--- config.mk ---
export PLATFORM = sky130hd
export DESIGN_NAME = hsv_pixel_pair_to_ws2812_bits
export DESIGN_NICKNAME = d
export VERILOG_FILES = /design/src/hw/rtl/hsvpb_pkg.sv /design/src/hw/rtl/hsv_pixel_pair_to_ws2812_bits.sv /design/src/hw/rtl/hsvpb_pixel_pipe.sv /design/src/hw/rtl/hsvpb_front.sv /design/src/hw/rtl/hsvpb_queue.sv /design/src/hw/rtl/hsvpb_serializer.sv
export SDC_FILE = /design/constraint.sdc
export NUM_CORES = 2
export LEC_CHECK = 0
export BUFFER_PORTS_ARGS = -buffer_cell sky130_fd_sc_hd__clkbuf_2
export CAP_MARGIN = 15
export CORE_MARGIN = 3
export CORE_UTILIZATION = 34
export CTS_CLUSTER_DIAMETER = 30
export DETAILED_ROUTE_END_ITERATION = 8
export GPL_TIMING_DRIVEN = 0
export SYNTH_ARGS = -nofsm -noshare
export SYNTH_HDL_FRONTEND = slang
export SYNTH_SLANG_ARGS = --single-unit
--- constraint.sdc ---
create_clock -name clock -period 19.95 [get_ports clock]
set_clock_uncertainty 0.1 [all_clocks]
set_input_delay 3.99 -clock clock [delete_from_list [all_inputs] [get_ports clock]]
set_output_delay 3.99 -clock clock [all_outputs]
set_load 0.01 [all_outputs]
--- src/hw/rtl/hsvpb_pkg.sv ---
package hsvpb_pkg;

   // Field widths.
   localparam int HUE_W      = 9;
   localparam int CH_W       = 8;
   localparam int DUTY_W     = 8;
   localparam int POS_W      = 5;
   localparam int SECTOR_W   = 4;
   localparam int FRAC_W     = 6;

   // One pixel is 24 bits on the wire, sent green, red, blue, MSB first.
   localparam int BITS_PER_PIXEL = 24;
   localparam logic [POS_W-1:0] LAST_POS = POS_W'(BITS_PER_PIXEL - 1);

   // Front pipeline length and queue sizing.
   localparam int PIPE_DEPTH  = 6;
   localparam int QUEUE_DEPTH = 4;
   localparam int QPTR_W      = 2;
   localparam int QCNT_W      = 3;
   localparam int CREDIT_W    = 4;

   // Register map.
   localparam int CSR_IDX_W = 1;
   localparam logic [CSR_IDX_W-1:0] CSR_ONE_DUTY  = 1'b0;
   localparam logic [CSR_IDX_W-1:0] CSR_ZERO_DUTY = 1'b1;
   localparam logic [DUTY_W-1:0] ONE_DUTY_RESET  = 8'd53;
   localparam logic [DUTY_W-1:0] ZERO_DUTY_RESET = 8'd20;

   // Reciprocals for the two constant divisions, floor(2^24/255) and floor(2^32/15300).
   // Both underestimate, so the quotient is low by at most one and is fixed by one compare.
   localparam logic [16:0] RECIP_255   = 17'd65793;
   localparam logic [18:0] RECIP_15300 = 19'd280716;
   localparam logic [15:0] DIV_P       = 16'd255;
   localparam logic [21:0] DIV_QT      = 22'd15300;

   typedef logic [3*CH_W-1:0] grb_type;

   // One queue word: the packed GRB colors of both strips.
   typedef struct packed {
      grb_type left_grb;
      grb_type right_grb;
   } word_type;

   // Head of the queue as seen by the bit serializer.
   typedef struct packed {
      logic     vld;
      word_type word;
   } head_type;

   // Sector of the color wheel: the number of 60 degree steps at or below the hue.
   function automatic logic [SECTOR_W-1:0] hue_sector(input logic [HUE_W-1:0] hue);
      logic [SECTOR_W-1:0] sec;
      sec = '0;
      for (int k = 1; k <= 8; k++) begin
         if (hue >= HUE_W'(k * 60)) begin
            sec = SECTOR_W'(k);
         end
      end
      return sec;
   endfunction

endpackage

--- src/hw/rtl/hsv_pixel_pair_to_ws2812_bits.sv ---
// Converts one pixel pair (left and right strip, each hue 0..360, saturation and value
// 0..255) to 8-bit RGB by the six-sector method with exact truncating integer division,
// then sends 24 words, one per color bit in G, R, B order, MSB first, each carrying the
// timer duty of that bit for both strips (one_bit_duty at index 0, zero_bit_duty at
// index 1). A pair's words leave one word per cycle while the output is not stalled,
// which is the sustained rate: the bit serializer is the limit. The color pipeline has 6
// register stages, the four-word queue adds one and the serializer two (load and output
// word). A new pair is taken while the previous one is still being sent, so back-to-back
// pairs stream with no gap.
module hsv_pixel_pair_to_ws2812_bits (
   input  logic                            clock,
   input  logic                            reset,
   input  logic                            req_valid,
   output logic                            req_ready,
   input  logic [hsvpb_pkg::HUE_W-1:0]     req_left_hue,
   input  logic [hsvpb_pkg::CH_W-1:0]      req_left_saturation,
   input  logic [hsvpb_pkg::CH_W-1:0]      req_left_value,
   input  logic [hsvpb_pkg::HUE_W-1:0]     req_right_hue,
   input  logic [hsvpb_pkg::CH_W-1:0]      req_right_saturation,
   input  logic [hsvpb_pkg::CH_W-1:0]      req_right_value,
   output logic                            rsp_valid,
   input  logic                            rsp_ready,
   output logic [hsvpb_pkg::DUTY_W-1:0]    rsp_left_duty,
   output logic [hsvpb_pkg::DUTY_W-1:0]    rsp_right_duty,
   output logic [hsvpb_pkg::POS_W-1:0]     rsp_bit_position,
   output logic                            rsp_last_bit,
   input  logic                            csr_write_enable,
   input  logic [hsvpb_pkg::CSR_IDX_W-1:0] csr_index,
   input  logic [hsvpb_pkg::DUTY_W-1:0]    csr_write_data
);
   import hsvpb_pkg::*;

   logic              push, pop;
   word_type          push_word;
   head_type          head;
   logic [QCNT_W-1:0] queue_count;

   hsvpb_front u_front (
      .clock                (clock),
      .reset                (reset),
      .req_valid            (req_valid),
      .req_ready            (req_ready),
      .req_left_hue         (req_left_hue),
      .req_left_saturation  (req_left_saturation),
      .req_left_value       (req_left_value),
      .req_right_hue        (req_right_hue),
      .req_right_saturation (req_right_saturation),
      .req_right_value      (req_right_value),
      .queue_count          (queue_count),
      .push                 (push),
      .push_word            (push_word)
   );

   hsvpb_queue u_queue (
      .clock     (clock),
      .reset     (reset),
      .push      (push),
      .push_word (push_word),
      .pop       (pop),
      .head      (head),
      .count     (queue_count)
   );

   hsvpb_serializer u_serializer (
      .clock            (clock),
      .reset            (reset),
      .csr_write_enable (csr_write_enable),
      .csr_index        (csr_index),
      .csr_write_data   (csr_write_data),
      .head             (head),
      .pop              (pop),
      .rsp_valid        (rsp_valid),
      .rsp_ready        (rsp_ready),
      .rsp_left_duty    (rsp_left_duty),
      .rsp_right_duty   (rsp_right_duty),
      .rsp_bit_position (rsp_bit_position),
      .rsp_last_bit     (rsp_last_bit)
   );

endmodule

--- src/hw/rtl/hsvpb_pixel_pipe.sv ---
module hsvpb_pixel_pipe (
   input  logic                        clock,
   input  logic [hsvpb_pkg::HUE_W-1:0] hue,
   input  logic [hsvpb_pkg::CH_W-1:0]  saturation,
   input  logic [hsvpb_pkg::CH_W-1:0]  value,
   output hsvpb_pkg::grb_type          grb
);
   import hsvpb_pkg::*;

   // Stage A: captured inputs.
   logic [HUE_W-1:0]    hue_a_ff;
   logic [CH_W-1:0]     sat_a_ff, val_a_ff;
   // Stage B: sector and offset into the sector.
   logic [SECTOR_W-1:0] sector_b_ff, sector_b_in;
   logic [FRAC_W-1:0]   frac_b_ff, frac_b_in;
   logic [CH_W-1:0]     sat_b_ff, val_b_ff;
   logic [HUE_W-1:0]    base_b;
   // Stage C: saturation scaled by the offset and by its complement.
   logic [13:0]         sf_c_ff, sg_c_ff;
   logic [SECTOR_W-1:0] sector_c_ff;
   logic [CH_W-1:0]     sat_c_ff, val_c_ff;
   // Stage D: numerators of p, q and t.
   logic [15:0]         xp_d_ff;
   logic [21:0]         xq_d_ff, xt_d_ff;
   logic [SECTOR_W-1:0] sector_d_ff;
   logic [CH_W-1:0]     val_d_ff;
   logic                grey_d_ff;
   // Stage E: estimated quotients.
   logic [32:0]         prod_p;
   logic [40:0]         prod_q, prod_t;
   logic [8:0]          qp_e_ff, qq_e_ff, qt_e_ff;
   logic [15:0]         xp_e_ff;
   logic [21:0]         xq_e_ff, xt_e_ff;
   logic [SECTOR_W-1:0] sector_e_ff;
   logic [CH_W-1:0]     val_e_ff;
   logic                grey_e_ff;
   // Stage F: corrected quotients and the chosen color.
   logic [15:0]         rem_p;
   logic [21:0]         rem_q, rem_t;
   logic [CH_W-1:0]     p_val, q_val, t_val;
   logic [CH_W-1:0]     red, green, blue;
   grb_type             grb_ff, grb_in;

   // Sector and offset.
   always_comb begin
      sector_b_in = hue_sector(hue_a_ff);
      base_b      = {5'd0, sector_b_in} * 9'd60;
      frac_b_in   = FRAC_W'(hue_a_ff - base_b);
   end

   // Quotient estimates by reciprocal multiplication.
   always_comb begin
      prod_p = 33'(xp_d_ff) * 33'(RECIP_255);
      prod_q = 41'(xq_d_ff) * 41'(RECIP_15300);
      prod_t = 41'(xt_d_ff) * 41'(RECIP_15300);
   end

   // Quotient correction and sector selection.
   always_comb begin
      rem_p = xp_e_ff - 16'(qp_e_ff) * DIV_P;
      rem_q = xq_e_ff - 22'(qq_e_ff) * DIV_QT;
      rem_t = xt_e_ff - 22'(qt_e_ff) * DIV_QT;
      p_val = (rem_p >= DIV_P)  ? CH_W'(qp_e_ff + 9'd1) : CH_W'(qp_e_ff);
      q_val = (rem_q >= DIV_QT) ? CH_W'(qq_e_ff + 9'd1) : CH_W'(qq_e_ff);
      t_val = (rem_t >= DIV_QT) ? CH_W'(qt_e_ff + 9'd1) : CH_W'(qt_e_ff);
      case (sector_e_ff)
         4'd0: begin
            red = val_e_ff; green = t_val;    blue = p_val;
         end
         4'd1: begin
            red = q_val;    green = val_e_ff; blue = p_val;
         end
         4'd2: begin
            red = p_val;    green = val_e_ff; blue = t_val;
         end
         4'd3: begin
            red = p_val;    green = q_val;    blue = val_e_ff;
         end
         4'd4: begin
            red = t_val;    green = p_val;    blue = val_e_ff;
         end
         default: begin
            red = val_e_ff; green = p_val;    blue = q_val;
         end
      endcase
      // A grey pixel has all three channels at the value.
      if (grey_e_ff) begin
         grb_in = {val_e_ff, val_e_ff, val_e_ff};
      end else begin
         grb_in = {green, red, blue};
      end
   end

   // Pipeline registers; they advance every cycle.
   always_ff @(posedge clock) begin
      hue_a_ff    <= hue;
      sat_a_ff    <= saturation;
      val_a_ff    <= value;

      sector_b_ff <= sector_b_in;
      frac_b_ff   <= frac_b_in;
      sat_b_ff    <= sat_a_ff;
      val_b_ff    <= val_a_ff;

      sf_c_ff     <= 14'(sat_b_ff) * 14'(frac_b_ff);
      sg_c_ff     <= 14'(sat_b_ff) * 14'(6'd60 - frac_b_ff);
      sector_c_ff <= sector_b_ff;
      sat_c_ff    <= sat_b_ff;
      val_c_ff    <= val_b_ff;

      xp_d_ff     <= 16'(val_c_ff) * 16'(8'd255 - sat_c_ff);
      xq_d_ff     <= 22'(val_c_ff) * 22'(14'd15300 - sf_c_ff);
      xt_d_ff     <= 22'(val_c_ff) * 22'(14'd15300 - sg_c_ff);
      sector_d_ff <= sector_c_ff;
      val_d_ff    <= val_c_ff;
      grey_d_ff   <= (sat_c_ff == '0);

      qp_e_ff     <= prod_p[32:24];
      qq_e_ff     <= prod_q[40:32];
      qt_e_ff     <= prod_t[40:32];
      xp_e_ff     <= xp_d_ff;
      xq_e_ff     <= xq_d_ff;
      xt_e_ff     <= xt_d_ff;
      sector_e_ff <= sector_d_ff;
      val_e_ff    <= val_d_ff;
      grey_e_ff   <= grey_d_ff;

      grb_ff      <= grb_in;
   end

   assign grb = grb_ff;

endmodule

--- src/hw/rtl/hsvpb_front.sv ---
module hsvpb_front (
   input  logic                         clock,
   input  logic                         reset,
   input  logic                         req_valid,
   output logic                         req_ready,
   input  logic [hsvpb_pkg::HUE_W-1:0]  req_left_hue,
   input  logic [hsvpb_pkg::CH_W-1:0]   req_left_saturation,
   input  logic [hsvpb_pkg::CH_W-1:0]   req_left_value,
   input  logic [hsvpb_pkg::HUE_W-1:0]  req_right_hue,
   input  logic [hsvpb_pkg::CH_W-1:0]   req_right_saturation,
   input  logic [hsvpb_pkg::CH_W-1:0]   req_right_value,
   input  logic [hsvpb_pkg::QCNT_W-1:0] queue_count,
   output logic                         push,
   output hsvpb_pkg::word_type          push_word
);
   import hsvpb_pkg::*;

   logic [PIPE_DEPTH-1:0] vld_ff, vld_in;
   logic [CREDIT_W-1:0]   in_flight;
   logic                  accept;

   // A word is taken only when the queue has room for it and for every word in flight.
   always_comb begin
      in_flight = '0;
      for (int i = 0; i < PIPE_DEPTH; i++) begin
         in_flight = in_flight + CREDIT_W'(vld_ff[i]);
      end
      req_ready = (CREDIT_W'(queue_count) + in_flight) < CREDIT_W'(QUEUE_DEPTH);
      accept    = req_valid && req_ready;
      vld_in    = {vld_ff[PIPE_DEPTH-2:0], accept};
   end

   // Valid bits travel alongside the color pipelines.
   always_ff @(posedge clock) begin
      if (reset) begin
         vld_ff <= '0;
      end else begin
         vld_ff <= vld_in;
      end
   end

   hsvpb_pixel_pipe u_left (
      .clock      (clock),
      .hue        (req_left_hue),
      .saturation (req_left_saturation),
      .value      (req_left_value),
      .grb        (push_word.left_grb)
   );

   hsvpb_pixel_pipe u_right (
      .clock      (clock),
      .hue        (req_right_hue),
      .saturation (req_right_saturation),
      .value      (req_right_value),
      .grb        (push_word.right_grb)
   );

   assign push = vld_ff[PIPE_DEPTH-1];

endmodule

--- src/hw/rtl/hsvpb_queue.sv ---
module hsvpb_queue (
   input  logic                         clock,
   input  logic                         reset,
   input  logic                         push,
   input  hsvpb_pkg::word_type          push_word,
   input  logic                         pop,
   output hsvpb_pkg::head_type          head,
   output logic [hsvpb_pkg::QCNT_W-1:0] count
);
   import hsvpb_pkg::*;

   word_type          entry_ff [QUEUE_DEPTH];
   logic [QPTR_W-1:0] wr_ptr_ff, wr_ptr_in;
   logic [QPTR_W-1:0] rd_ptr_ff, rd_ptr_in;
   logic [QCNT_W-1:0] count_ff, count_in;

   // Pointer and fill count updates.
   always_comb begin
      wr_ptr_in = push ? wr_ptr_ff + 1'b1 : wr_ptr_ff;
      rd_ptr_in = pop  ? rd_ptr_ff + 1'b1 : rd_ptr_ff;
      count_in  = count_ff;
      if (push && !pop) begin
         count_in = count_ff + 1'b1;
      end else if (pop && !push) begin
         count_in = count_ff - 1'b1;
      end
   end

   always_ff @(posedge clock) begin
      if (reset) begin
         wr_ptr_ff <= '0;
         rd_ptr_ff <= '0;
         count_ff  <= '0;
      end else begin
         wr_ptr_ff <= wr_ptr_in;
         rd_ptr_ff <= rd_ptr_in;
         count_ff  <= count_in;
      end
   end

   // Storage.
   always_ff @(posedge clock) begin
      if (push) begin
         entry_ff[wr_ptr_ff] <= push_word;
      end
   end

   assign head.vld  = (count_ff != '0);
   assign head.word = entry_ff[rd_ptr_ff];
   assign count     = count_ff;

`ifndef SYNTH
   a_no_overflow: assert property (@(posedge clock) disable iff (reset)
      push |-> (count_ff < QCNT_W'(QUEUE_DEPTH)))
      else $error("word pushed into a full queue");
   a_no_underflow: assert property (@(posedge clock) disable iff (reset)
      pop |-> (count_ff != '0))
      else $error("word popped from an empty queue");
   a_count_bound: assert property (@(posedge clock) disable iff (reset)
      count_ff <= QCNT_W'(QUEUE_DEPTH))
      else $error("queue fill count out of range");
`endif

endmodule

--- src/hw/rtl/hsvpb_serializer.sv ---
module hsvpb_serializer (
   input  logic                            clock,
   input  logic                            reset,
   input  logic                            csr_write_enable,
   input  logic [hsvpb_pkg::CSR_IDX_W-1:0] csr_index,
   input  logic [hsvpb_pkg::DUTY_W-1:0]    csr_write_data,
   input  hsvpb_pkg::head_type             head,
   output logic                            pop,
   output logic                            rsp_valid,
   input  logic                            rsp_ready,
   output logic [hsvpb_pkg::DUTY_W-1:0]    rsp_left_duty,
   output logic [hsvpb_pkg::DUTY_W-1:0]    rsp_right_duty,
   output logic [hsvpb_pkg::POS_W-1:0]     rsp_bit_position,
   output logic                            rsp_last_bit
);
   import hsvpb_pkg::*;

   logic [DUTY_W-1:0] one_duty_ff, zero_duty_ff;
   logic              busy_ff, busy_in;
   logic [POS_W-1:0]  pos_ff, pos_in;
   grb_type           left_sr_ff, left_sr_in;
   grb_type           right_sr_ff, right_sr_in;
   logic              rsp_valid_ff, rsp_valid_in;
   logic [DUTY_W-1:0] left_duty_ff, right_duty_ff;
   logic [POS_W-1:0]  position_ff;
   logic              last_ff;
   logic              out_free, emit, at_end;

   // Duty registers.
   always_ff @(posedge clock) begin
      if (reset) begin
         one_duty_ff  <= ONE_DUTY_RESET;
         zero_duty_ff <= ZERO_DUTY_RESET;
      end else if (csr_write_enable) begin
         case (csr_index)
            CSR_ONE_DUTY:  one_duty_ff  <= csr_write_data;
            CSR_ZERO_DUTY: zero_duty_ff <= csr_write_data;
            default: ;
         endcase
      end
   end

   // A new word loads as the last bit of the previous one leaves.
   always_comb begin
      out_free     = !rsp_valid_ff || rsp_ready;
      emit         = out_free && busy_ff;
      at_end       = (pos_ff == LAST_POS);
      pop          = head.vld && (!busy_ff || (emit && at_end));
      busy_in      = busy_ff;
      pos_in       = pos_ff;
      left_sr_in   = left_sr_ff;
      right_sr_in  = right_sr_ff;
      rsp_valid_in = rsp_valid_ff && !rsp_ready;
      if (emit) begin
         rsp_valid_in = 1'b1;
         pos_in       = pos_ff + 1'b1;
         left_sr_in   = {left_sr_ff[3*CH_W-2:0], 1'b0};
         right_sr_in  = {right_sr_ff[3*CH_W-2:0], 1'b0};
         if (at_end) begin
            busy_in = 1'b0;
         end
      end
      if (pop) begin
         busy_in     = 1'b1;
         pos_in      = '0;
         left_sr_in  = head.word.left_grb;
         right_sr_in = head.word.right_grb;
      end
   end

   always_ff @(posedge clock) begin
      if (reset) begin
         busy_ff      <= 1'b0;
         pos_ff       <= '0;
         rsp_valid_ff <= 1'b0;
      end else begin
         busy_ff      <= busy_in;
         pos_ff       <= pos_in;
         rsp_valid_ff <= rsp_valid_in;
      end
   end

   // Shift registers and the output register.
   always_ff @(posedge clock) begin
      left_sr_ff  <= left_sr_in;
      right_sr_ff <= right_sr_in;
      if (emit) begin
         left_duty_ff  <= left_sr_ff[3*CH_W-1]  ? one_duty_ff : zero_duty_ff;
         right_duty_ff <= right_sr_ff[3*CH_W-1] ? one_duty_ff : zero_duty_ff;
         position_ff   <= pos_ff;
         last_ff       <= at_end;
      end
   end

   assign rsp_valid        = rsp_valid_ff;
   assign rsp_left_duty    = left_duty_ff;
   assign rsp_right_duty   = right_duty_ff;
   assign rsp_bit_position = position_ff;
   assign rsp_last_bit     = last_ff;

`ifndef SYNTH
   a_pos_range: assert property (@(posedge clock) disable iff (reset)
      busy_ff |-> (pos_ff <= LAST_POS))
      else $error("bit counter beyond the last bit");
   a_last_at_end: assert property (@(posedge clock) disable iff (reset)
      rsp_valid_ff |-> (last_ff == (position_ff == LAST_POS)))
      else $error("last bit flag disagrees with bit position");
   a_pop_when_free: assert property (@(posedge clock) disable iff (reset)
      (pop && busy_ff) |-> (emit && at_end))
      else $error("word loaded over a word still being sent");
`endif

endmodule

Yosys cells after proc, flatten, opt, wreduce, memory -nomap -nowiden --
Memory sizes are Yosys's and may differ from the RTL's. A register that Yosys moved wholly into a read port is not among the register bits. Cells that the tools add are included.
Operators by class: add/sub/neg operators 33, $mul 24, divide/modulo/power cells 0, $lt $le $gt $ge 23, eq/ne operators 9, shifts and indexed selects 0, mux-type cells 46, bitwise operators 1, reduce and logical (&&, ||, !) cells 34
Operators by type and width (number):
- $mul A22 B17 Y39 const B | 4
- $mux W24 | 6
- $pmux W8 S3 | 6
- $ge A22 B14 Y1 const B | 4
- $mul A9 B15 Y22 | 4
- $sub A22 B22 Y22 | 4
- $mul A9 B12 Y20 const B | 4
- $ge A9 B9 Y1 const B | 8
- $mul A16 B17 Y33 const B | 2
- $mux W8 | 8
- $sub A14 B14 Y15 const A | 4
- $mux W4 | 14
- $add A8 B1 Y8 const B | 6
- $ge A9 B8 Y1 const B | 4
- $ge A16 B8 Y1 const B | 2
- $mul A9 B8 Y16 const B | 2
- $mul A9 B9 Y16 | 2
- $sub A16 B16 Y16 | 2
- $mul A8 B6 Y14 | 2
- $mul A9 B7 Y14 | 2
- $ge A9 B6 Y1 const B | 2
- $ge A9 B7 Y1 const B | 2
- $reduce_or A2 Y1 | 9
- $sub A8 B8 Y9 const A | 2
- other kinds (27) | 65
Word-level totals: register bits after elaboration 698, latch bits 0, bits in writable memories 192, ROM bits 0, input port bits 64, output and inout port bits 24, word-level logic and storage cells 242, memories kept 1
Memory list:
- u_queue.entry_ff | words 4, bits a word 48, rd ports 1, clocked after Yosys merged registers in 1, write ports 1, RTL line hsvpb_queue.sv:12 | word_type entry_ff [QUEUE_DEPTH];

Logic depth before layout (Yosys ltp) --
word-level depth 11, gate-level depth with buffers 32, gate-level depth less buffers 30

Cells and area by module --
A second synthesis with hierarchy kept.
Unflattened totals: cells, all modules 8596, area, all modules 87086.0 um^2
Modules (own cells, without submodules):
- hsvpb_pixel_pipe at u_front.u_right | times used 1, cells each 4048, area an instance 37942.6 um^2, sequential area each 5805.6 um^2
- hsvpb_pixel_pipe at u_front.u_left | times used 1, cells each 3973, area an instance 37593.6 um^2, sequential area each 5805.6 um^2
- hsvpb_queue | times used 1, cells each 293, area an instance 7340.8 um^2, sequential area each 5945.7 um^2
- hsvpb_serializer | times used 1, cells each 256, area an instance 3908.7 um^2, sequential area each 2562.5 um^2
- hsvpb_front | times used 1, cells each 26, area an instance 300.3 um^2, sequential area each 120.1 um^2

Least setup slack after synthesis --
No wires, ideal clock.
kind register -> register, start point register u_front.u_right.qt_e_ff[3], end point register u_front.u_right.grb_ff[17] (netlist: u_front.u_right.grb[17]), setup time 0.084 ns, data arrival time 6.763 ns, required time 19.766 ns, setup slack 13.004 ns, stages on the path, launching flop included 32, path buffers 1, clock period less this slack 6.946 ns, cells stage by stage dfxtp_1 ha_1 inv_1 fa_1 inv_1 fa_1 inv_1 fa_1 inv_1 ha_1 o21ai_0 a21boi_0 o21ai_0 a21oi_1 o21ai_0 nand2_1 a21o_1 a21oi_1 xor2_1 ha_1 clkbuf_1 nand2_1 nor2_1 a211o_1 xor2_1 nor4b_1 mux2i_1 a211oi_1 o2111a_1 mux2_2 o32a_1 o221ai_1
Between the ends: cells in the longest elaborated chain, start to end 6
Ends and longest elaborated chain:
- from (decl) | RTL line hsvpb_pixel_pipe.sv:31 | logic [8:0] qp_e_ff, qq_e_ff, qt_e_ff;
- from (signal assigned) | RTL line hsvpb_pixel_pipe.sv:120 | qt_e_ff <= prod_t[40:32];
- $mul A9 B12 Y20 | RTL line hsvpb_pixel_pipe.sv:62 | rem_t = xt_e_ff - 22'(qt_e_ff) * DIV_QT;
- $sub A22 B22 Y22 | RTL line hsvpb_pixel_pipe.sv:62
- $ge A22 B14 Y1 | RTL line hsvpb_pixel_pipe.sv:65 | t_val = (rem_t >= DIV_QT) ? CH_W'(qt_e_ff + 9'd1) : CH_W'(qt_e_ff);
- $mux W8 | RTL line hsvpb_pixel_pipe.sv:65
- $pmux W8 S3 | RTL line hsvpb_pixel_pipe.sv:66 | case (sector_e_ff)
- $mux W24 | RTL line hsvpb_pixel_pipe.sv:87 | if (grey_e_ff) begin
- named net u_front.u_right.grb_in[17] | RTL line hsvpb_pixel_pipe.sv:42 | grb_type grb_ff, grb_in;
- to (signal assigned) | RTL line hsvpb_pixel_pipe.sv:128 | grb_ff <= grb_in;
- to (decl) | RTL line hsvpb_pixel_pipe.sv:42
The timed path passes the listed nets, and every way through them passes these cells. A chain may end at the register's enable or synchronous reset.

Worst setup path after layout --
start point register u_front.u_right.qt_e_ff[4], end point register u_front.u_right.grb_ff[17] (netlist: u_front.u_right.grb[17])
Same word-level chain as after synthesis.

==> impl_metrics.ini <==
[status]
status = finished clean

[worst_hold_path]
hold_end = u_front.u_right.val_e_ff[4]$_DFF_P_
min_from = u_front.u_right.val_d_ff[4]$_DFF_P_
worstHoldPathType = reg2reg
hold_depth = 0

[clock_tree]
post_cts_buffers = 0
cts_resized = 0
cts_buffers = 202
postCtsHoldBufs = 0
cts_max_level = 4
clockRootBuffer = clkbuf_16
cts.sinks = 880
clkSlewWorstSetupHoldPaths_ns = 0.05
cts.path.max_buffers = 4
cts_tree = built
clock_latency_ns = 0.84

[routing]
drt_iter0_markers = 2867
ant_nets = 0
wl_per_cell_um = 15.5
drt_pass1_iterations = 8
vias = 59800
totalWireLength_um = 195000
viasPerCell = 4.76
drc_errors = 0

[timing]
hold_slack_ns = 0.170
hold_violations = 0
worstMarginPinSlew_ns = 1.03
setup_viol = 0
fin_tns_setup_ns = 0
rsz0062_at_grt = no
relSlewSlack = 0.313
fmax_ghz = 0.121
fin_crit_ns = 8.28
finalMaxSlewViolations = 0
period_share = 0.415

[worst_setup_path]
crit_top_cell = inv_1
start_kind = flop
reg2reg_slack_ns = 11.67
arrival_ns = 8.90
path_max_fanout = 10
r2r_cells = 31
r2r-end = u_front.u_right.grb[17]$_DFF_P_
worstPathRequired_ns = 20.57
critPathSlowestCell = dfxtp_1
cpPeakStageDelay_ns = 0.66
r2r-start = u_front.u_right.qt_e_ff[4]$_DFF_P_
critical_path.endpoint_type = flop
crit_type = reg2reg

[die]
die_y_um = 512
die_area_um2 = 262000
die_x_um = 512
start_util = 0.342
design.core.area_um2 = 254000
io_pins = 88
rows = 185

[synthesis]
yosysUniqueCellTypes = 95
synth-warning-count = 0
synth_top_area_frac = 0.233
ys_top_cells_by_area = fa_1, ha_1, dfxtp_1
synth.avg_cell_area_um2 = 9.98
yosysSeqAreaShare = 0.232
synth.net_count = 11200
synth_edf_count = 262
synth_seq_cells = 880
synth_area_um2 = 87100
async_reset_ff_frac = 0
synth_largest_area_cell = fa_1
synth_ff_type = dfxtp_1
postSynthCellCount = 8724

[cells_and_area]
num-fill-cells = 24700
drive_gt1_frac = 0.0621
layout.nets = 11500
regArea_um2 = 20200
syn2layout_area_growth_pct = 13.5
multiInputGateArea_um2 = 59500

[grt]
antenna_found_initial = 8
grt_pass1_vias = 63500
grt-ovfl-total = 0
grt_pass1_wl_um = 327000
grt_max_degree = 29
grt_usage = 0.151

[flow_run]
max_cap_violations = 0

[placement]
hpwl_um = 158000
place_congestion = 0.873
portBuffers = 86
==> layer usage <==
layer	vias to the layer above	GRT usage	share of wire
met3	304	0.0219	0.044
met2	1109	0.249	0.46
li1	29000	-	-
met5	-	0	0
met1	29400	0.207	0.47
met4	0	0.0398	0.025
==> critical path, delay by kind of cell (launching register included) <==
family	cells	cell delay (ns)
adders and majority gates	6	2.53
muxes	2	0.52
and+or+nand+nor	4	0.54
AOI/OAI and AO/OA	12	2.91
buffers and inverters	5	0.50
xor gates and xnor gates	2	0.40
DFF	1	0.66
==> stage by stage <==
| stage | utilization | instance area [um2] | setup slack [ns] | cells |
|---|---|---|---|---|
| 2_1_floorplan | - | 87100 | 13.00 | 8724 |
| 5_1_grt | 0.388 | 98800 | 11.04 | 12600 |
| 6_report | 0.388 | 98800 | 11.67 | 12600 |
| 3_3_place_gp | 0.361 | 91700 | 11.71 | 12200 |
| 3_5_place_dp | 0.361 | 91800 | 11.71 | 12200 |
| 4_1_cts | 0.388 | 98800 | 11.69 | 12600 |
==> cell families (layout without fill, tap and decap cells) <==
group           Yosys count  in the layout  share of synthesized area
fa+ha+maj              2407           2407                      0.433
xor+xnor                393            393                     0.0395
buf+inv                1948           2409                     0.0840
mux                      93             93                     0.0179
other cells               0              5                          0
flops                   880            880                      0.232
simple gates           1924           1924                      0.112
compound gates         1079           1079                     0.0813
==> synthesized netlist by cell type, drive strengths merged, types with 16 or more instances <==
cell,instances
nand3b,17
mux2i,24
o211ai,40
dfxtp,618
xnor2,259
o31ai,21
nor2,267
o21bai,38
a31oi,36
and3,32
xor2,134
mux2,21
o22ai,20
mux4,48
or3,19
a21o,91
nand4,40
fa,1015
ha,1388
nand2b,109
o2111ai,16
edfxtp,262
a2111oi,20
or4,16
a21oi,288
nor2b,130
or2,17
a21boi,27
clkbuf,152
and2,384
nand2,657
o21a,54
nor3,79
nor4,22
a211oi,42
nand3,89
inv,1783
o21ai,232
==> flip-flops by register name (all words and copies together), names as in the netlist, 14 cells and up, named ones only <==
register,count
u_serializer.left_sr_ff,24
u_front.u_left.grb,24
u_front.u_right.xq_e_ff,20
u_front.u_right.grb,24
u_front.u_left.xp_e_ff,16
u_front.u_left.xq_e_ff,20
u_front.u_right.xt_d_ff,22
u_serializer.right_sr_ff,24
u_front.u_left.sg_c_ff,14
u_front.u_right.sg_c_ff,14
u_front.u_left.xq_d_ff,21
u_front.u_right.xt_e_ff,20
u_front.u_left.xp_d_ff,16
u_queue.entry_ff,192
u_front.u_right.xp_e_ff,16
u_front.u_left.xt_e_ff,20
u_front.u_right.xp_d_ff,16
u_front.u_left.xt_d_ff,22
u_front.u_right.xq_d_ff,21
==> cell usage in the layout, fill, tap and decap left out, types with 40 or more instances in the layout <==
cell type	synthesis	layout
inv_1	1783	1783
ha_1	1388	1388
fa_1	1015	1015
nand2_1	656	656
dfxtp_1	618	618
and2_1	382	378
a21oi_1	287	287
nor2_1	267	267
edfxtp_1	262	262
xnor2_1	259	259
o21ai_0	230	230
clkbuf_16	0	203
clkbuf_1	152	166
xor2_1	134	134
nor2b_1	130	130
nand2b_1	109	108
a21o_1	91	91
nand3_1	88	88
clkbuf_2	0	87
nor3_1	79	79
o21a_1	54	54
mux4_2	48	48
a211oi_1	42	42
nand4_1	40	40
o211ai_1	40	40
==> final cells by class <==
type                            instances  share of cell area
Antenna cell                            5            0.000127
Buffer                                163             0.00623
Clock buffer                          233              0.0541
Clock inverter                        135              0.0165
Inverter                             1785              0.0678
Multi-Input combinational cell       5896               0.602
Sequential cell                       880               0.205
Tap cell                             3366              0.0426
Timing Repair Buffer                   93             0.00560
==> worst max path at each step <==
stage / to / depth (start not counted) / slack (ns) / start
2_1_floorplan: u_front.u_right.grb[17]$_DFF_P_ / 31 / 13.00 / u_front.u_right.qt_e_ff[3]$_DFF_P_
3_3_place_gp: u_front.u_right.grb[17]$_DFF_P_ / 31 / 11.71 / u_front.u_right.qt_e_ff[4]$_DFF_P_
3_5_place_dp: u_front.u_left.grb[17]$_DFF_P_ / 27 / 11.71 / u_front.u_left.qt_e_ff[6]$_DFF_P_
4_1_cts: u_front.u_right.grb[17]$_DFF_P_ / 31 / 11.69 / u_front.u_right.qt_e_ff[4]$_DFF_P_
5_1_grt: u_front.u_right.grb[17]$_DFF_P_ / 31 / 11.04 / u_front.u_right.qt_e_ff[4]$_DFF_P_
6_report: u_front.u_right.grb[17]$_DFF_P_ / 31 / 11.67 / u_front.u_right.qt_e_ff[4]$_DFF_P_
Power is left out: the tool's default activity adds up to more than one toggle a clock period on the data nets, which glitch-free logic cannot reach.
